### src/hw/rtl/mpq_pkg.sv
package mpq_pkg;

	localparam int CAPACITY = 256;
	localparam int DATA_W   = 32;
	localparam int PRIO_W   = 32;
	localparam int OCC_W    = 9;

	localparam logic CMD_ENQ = 1'b0;
	localparam logic CMD_DEQ = 1'b1;

	typedef enum logic [1:0] {
		ST_ENQ   = 2'd0,
		ST_DEQ   = 2'd1,
		ST_EMPTY = 2'd2,
		ST_FULL  = 2'd3
	} status_t;

	typedef struct packed {
		logic              valid;
		logic [PRIO_W-1:0] prio;
		logic [DATA_W-1:0] data;
	} entry_t;

	typedef struct packed {
		logic ins;
		logic del;
	} cell_ctl_t;

	localparam entry_t EMPTY_E = '{valid: 1'b0, prio: '0, data: '0};

endpackage

### src/hw/rtl/mpq_cell.sv
module mpq_cell (
	input  logic              clk,
	input  logic              arst_n,
	input  mpq_pkg::cell_ctl_t ctl,
	input  mpq_pkg::entry_t   new_e,
	input  mpq_pkg::entry_t   left_e,
	input  logic              left_gt,
	input  mpq_pkg::entry_t   right_e,
	output mpq_pkg::entry_t   cur_e,
	output logic              gt
);

	logic            valid_q;
	logic [mpq_pkg::PRIO_W-1:0] prio_q;
	logic [mpq_pkg::DATA_W-1:0] data_q;
	mpq_pkg::entry_t nxt_e;

	assign cur_e = '{valid: valid_q, prio: prio_q, data: data_q};

	// Strict compare keeps equal priorities in arrival order.
	assign gt = !valid_q || ($signed(new_e.prio) < $signed(prio_q));

	always_comb begin
		nxt_e = cur_e;
		if (ctl.del) begin
			nxt_e = right_e;
		end else if (ctl.ins && gt) begin
			// Insertion point takes the new pair, cells behind it shift back.
			nxt_e = left_gt ? left_e : new_e;
		end
	end

	always_ff @(posedge clk or negedge arst_n) begin
		if (!arst_n) begin
			valid_q <= 1'b0;
		end else begin
			valid_q <= nxt_e.valid;
		end
	end

	always_ff @(posedge clk) begin
		prio_q <= nxt_e.prio;
		data_q <= nxt_e.data;
	end

endmodule

### config.mk
export PLATFORM = sky130hd
export DESIGN_NAME = mpq_cell
export DESIGN_NICKNAME = d
export VERILOG_FILES = /design/src/hw/rtl/mpq_pkg.sv /design/src/hw/rtl/mpq_cell.sv
export SDC_FILE = /design/constraint.sdc
export NUM_CORES = 1
export LEC_CHECK = 0
export BUFFER_PORTS_ARGS = -buffer_cell sky130_fd_sc_hd__buf_2
export CORE_MARGIN = 10
export CORE_UTILIZATION = 43
export DETAILED_ROUTE_END_ITERATION = 10
export PLACE_DENSITY = 0.83
export SLEW_MARGIN = 0
export SYNTH_ARGS = -nofsm -noshare
export SYNTH_HDL_FRONTEND = slang
export SYNTH_SLANG_ARGS = --single-unit
### constraint.sdc
create_clock -name clk -period 9.3 [get_ports clk]
set_input_delay 0.465 -clock clk [delete_from_list [all_inputs] [get_ports clk]]
set_output_delay 0.465 -clock clk [all_outputs]
set_load 0.05 [all_outputs]
==> results.md <==
Flow run:
- The max capacitance violation total is 0.

Layout:
- Of the cells placed in the final design, the portion with a size suffix greater than 1 is approximately 43%.
- Relative to the synthesized area, the layout overhead comes to 39.8%.
- The sequential cells in the finished layout cover a total of ~2000 µm².
- The final cell utilization of the core is approximately three fifths.
- The number of antenna diodes in the final layout is 0.
- The multi-input gate area in the final layout is slightly below 2000 µm².
- The count of filler cells inserted in the layout is between 700 and 800.
- The net count reported at finish is 886.

Drt:
- The initial DRC count is 203.
- The per-cell routed wire length is roughly 17 µm.
- The average vias per placed instance is approximately 5.0.
- Routed signal wires occupy layers up through met4.
- The first detailed-routing pass ran for 4 iterations.
- For this run, design rule violations remaining after detail routing come to 0.
- The detailed router put a total of between 5 and 6 mm of wire on met1.
- The count of nets left with antenna violations once routing finished came out at 0.
- Detailed routing placed a total of between 1 and 1.5 mm of wire on met3.
- The routed design has 13.6 mm of wire.
- In the detailed route, the total length drawn on met2 is about 7 mm.
- The total via count after detailed routing is approximately 3,900.

Floorplanning:
- The die outline area is about 14,000 µm².
- In this run the vertical extent of the chip is between 100 and 150 µm.
- The core area is 9240 µm².
- The initial utilization of the core area, before any placement, comes to 44.1%.
- After floorplanning, the core was divided into 35 placement rows.
- about 270 I/O pins were placed.
- The die span in x is ~120 µm.

Placed design:
- The estimated wirelength of the detail-placed design is between 10 and 15 mm.
- The final weighted congestion in routability-driven placement is roughly 0.84.
- In this run the tool buffered the top-level ports with 265 buffer cells.

Power:
- The worst IR drop on VDD is between 0.08 and 0.09 mV.
- The net switching power figure is approximately 0.36 mW.
- The total internal power is between 0.6 and 0.7 mW.
- The leakage dissipation is between 2 and 3 nW.
- Power spread over the standard cell area amounts to 171 nW/µm².
- The clock power share is 25.9%.
- The combinational power share is between 30% and 40%.
- The register share of total power is 39.1%.
- Of the total power, the share spent switching nets is 36.5%.

STA:
- Adding up every negative setup slack in the final design gives 0 ns.
- The final hold violation count is 0.
- Setup violations remaining at the end of the flow were counted as 0.
- The actual slew at the worst max-slew pin is 1.10 ns.
- Setup repair after global routing left no endpoint under its margin.
- The clock period minus worst slack is about 3.1 ns.
- The final critical path takes up approximately 33% of the cycle.
- The worst clock skew is around 0.015 ns.
- The maximum frequency from static timing analysis is approximately 320 MHz.
- The worst-case hold slack is around 0.37 ns.
- The worst slew margin relative to its limit is a little over a quarter.
- The max-slew violation count was 0.

Clocking:
- The number of clock sinks seen by CTS is 65.
- The level count of the clock H-tree is 3.
- The count of instances resized after the clock tree is built is 0.
- Clock latency on the worst-skew pair, taken at its later pin, is about 0.33 ns.
- The buffer type at the clock tree root is clkbuf_8.
- In this run the deepest clock path goes through 2 buffers.
- The hold buffer count at CTS is 1.
- The clock-pin slew of the registers on the worst-case setup and hold paths is about 0.07 ns.
- TritonCTS built the clock tree.
- Once the clock tree was built, the setup fixing pass inserted 0 buffers.
- Clock tree synthesis inserted a total of 9 buffers.

Synthesis:
- After synthesis, flip-flops and latches occupy a little under half of the total area.
- In this run, synthesis produced a sequential element count of 65.
- The number of nets in the synthesized netlist is about 630.
- The count of mapped cells out of synthesis is 398.
- The average cell area after synthesis is a little over 10 µm².
- The number of different library cells used by synthesis comes to 26.
- The combined area of all synthesized cells is approximately 4000 µm².
- During synthesis, Yosys emitted a total of 0 warnings.

Setup path:
- The required arrival time at the worst endpoint is approximately 9.3 ns.
- The worst reg2reg path depth is 10.
- The type of origin of the critical path is a flip-flop.
- The critical register-to-register path endpoint is prio_q[29].
- The critical path data arrival time is roughly 3.0 ns.
- Setup slack on the worst reg-to-reg path comes out at slightly above 6 ns.
- In this run the critical register-to-register path is launched from prio_q[2].
- The kind of end point of the critical path is a flip-flop.
- The largest fanout on the critical path is between 60 and 70.
- The worst setup path category is reg -> reg.

Global route:
- The total overflow left after global routing is 0.
- The maximum number of pins on one net before global-route repair is 73.
- The wire length of the first global-routing pass is ~22 mm.
- The number of antenna violations at the first check in global routing is 0.
- The via count of the first global-routing pass is ~4,300.
- The overall routing resource usage is between 10% and 20%.

Worst hold path:
- The start point of the worst hold path is right_e[64].
- The worst min-delay path class is in -> reg.
- For hold timing, the worst endpoint is valid_q.
- The number of cells on the worst hold path is 3.

Run status:
- The flow ran to the end, and the final reports show no timing, DRC or antenna violations.
-- metal layers --
layer / GRT usage [%] / up-vias
met5: 0 / -
met4: 7.51 / 0
met3: 7.15 / 26
met2: 33.9 / 202
met1: 19.5 / 1767
li1: - / 1940
-- registers in the layout, indices dropped and copies added, names as in the netlist --
signal / flops
data_q: 32
valid_q: 1
prio_q: 32
-- metrics by stage --
stage	setup slack (ns)	power (mW)	area (µm²)	std cells
final	6.22	0.978	5700	788
after global routing	6.05	1.03	5700	788
after global placement	6.03	0.722	5490	772
after CTS	6.19	0.990	5700	788
after detailed placement	6.01	0.733	5490	772
after floorplan	5.31	0.623	4080	398
-- worst max path at each step --
stage	from	endpoint	slack, ns	cells after the start
finish	prio_q[2]	prio_q[29]	6.22	10
global route	prio_q[7]	prio_q[11]	6.05	9
CTS	prio_q[7]	prio_q[10]	6.19	9
detailed placement	new_e[39]	data_q[29]	6.01	9
global placement	new_e[39]	data_q[0]	6.03	9
floorplan	prio_q[7]	data_q[0]	5.31	8
-- layout by cell type (no fill, tap or decap) --
cell type	instances
a211oi_1	2
clkbuf_1	2
mux2_4	1
a31oi_1	2
buf_4	4
clkinv_1	1
nand2b_1	2
a221oi_1	1
a211o_1	1
o311a_1	1
ha_1	31
nor2_1	6
mux2i_1	65
dlygate4sd3_1	1
o21ai_0	68
o21ai_1	1
edfxtp_1	64
a21o_1	1
a21oi_1	13
o41ai_2	1
bufinv_16	2
dfrtp_1	1
clkinv_2	1
clkbuf_8	9
nand2_1	75
o211ai_1	1
nand3_1	2
buf_2	263
a21o_2	1
nor4_2	1
nand4_1	4
inv_1	31
-- critical path, stage by stage (launching register included) --
cell and delay, ns:
edfxtp_1 0.39, inv_1 0.07, ha_1 0.23, a211o_1 0.30, a31oi_1 0.18, o311a_1 0.21
o41ai_2 0.08, a31oi_1 0.22, mux2_4 0.20, a21o_2 0.11, buf_4 0.63
-- power by group through the flow --
| stage | logic [mW] | registers, mW | clock network (mW) |
|---|---|---|---|
| finish | 0.342 | 0.383 | 0.253 |
| global route | 0.369 | 0.388 | 0.274 |
| CTS | 0.345 | 0.383 | 0.261 |
| detailed placement | 0.344 | 0.389 | 0 |
| global placement | 0.335 | 0.387 | 0 |
| floorplan | 0.107 | 0.516 | 0 |
-- cells in the mapped netlist --
master / n / area share [%]
dfrtp_1: 1 / 0.61
nand4_1: 4 / 0.61
a211oi_1: 2 / 0.37
a211o_1: 1 / 0.21
a21oi_1: 13 / 1.6
a21o_1: 2 / 0.37
o21ai_0: 68 / 8.3
o21ai_1: 1 / 0.12
a221oi_1: 1 / 0.21
clkbuf_1: 15 / 1.4
nor4_2: 1 / 0.31
o211ai_1: 1 / 0.18
nand2_1: 75 / 6.9
buf_4: 1 / 0.18
o41ai_2: 1 / 0.40
mux2i_1: 65 / 16
nor2_1: 6 / 0.55
o311a_1: 1 / 0.25
a31oi_1: 2 / 0.31
nand3_1: 2 / 0.25
edfxtp_1: 64 / 47
buf_2: 6 / 0.74
inv_1: 31 / 2.9
mux2_4: 1 / 0.37
nand2b_1: 2 / 0.31
ha_1: 31 / 9.5
-- cells by family after synthesis --
group                      after synthesis  share of synthesized area [%]
muxes                                   66                           16.3
and+or+nand+nor                         90                           8.93
DFF                                     65                           47.7
adders and majority gates               31                           9.51
buffers and inverters                   53                           5.15
AOI/OAI and AO/OA                       93                           12.4
-- area by class of cell --
class,count,area share [%]
Clock buffer,11,2.30
Clock inverter,4,1.21
Inverter,31,2.04
Multi-Input combinational cell,280,33.7
Sequential cell,65,34.1
Tap cell,129,2.83
Timing Repair Buffer,268,23.8
Power figures use the tool's default switching activity.
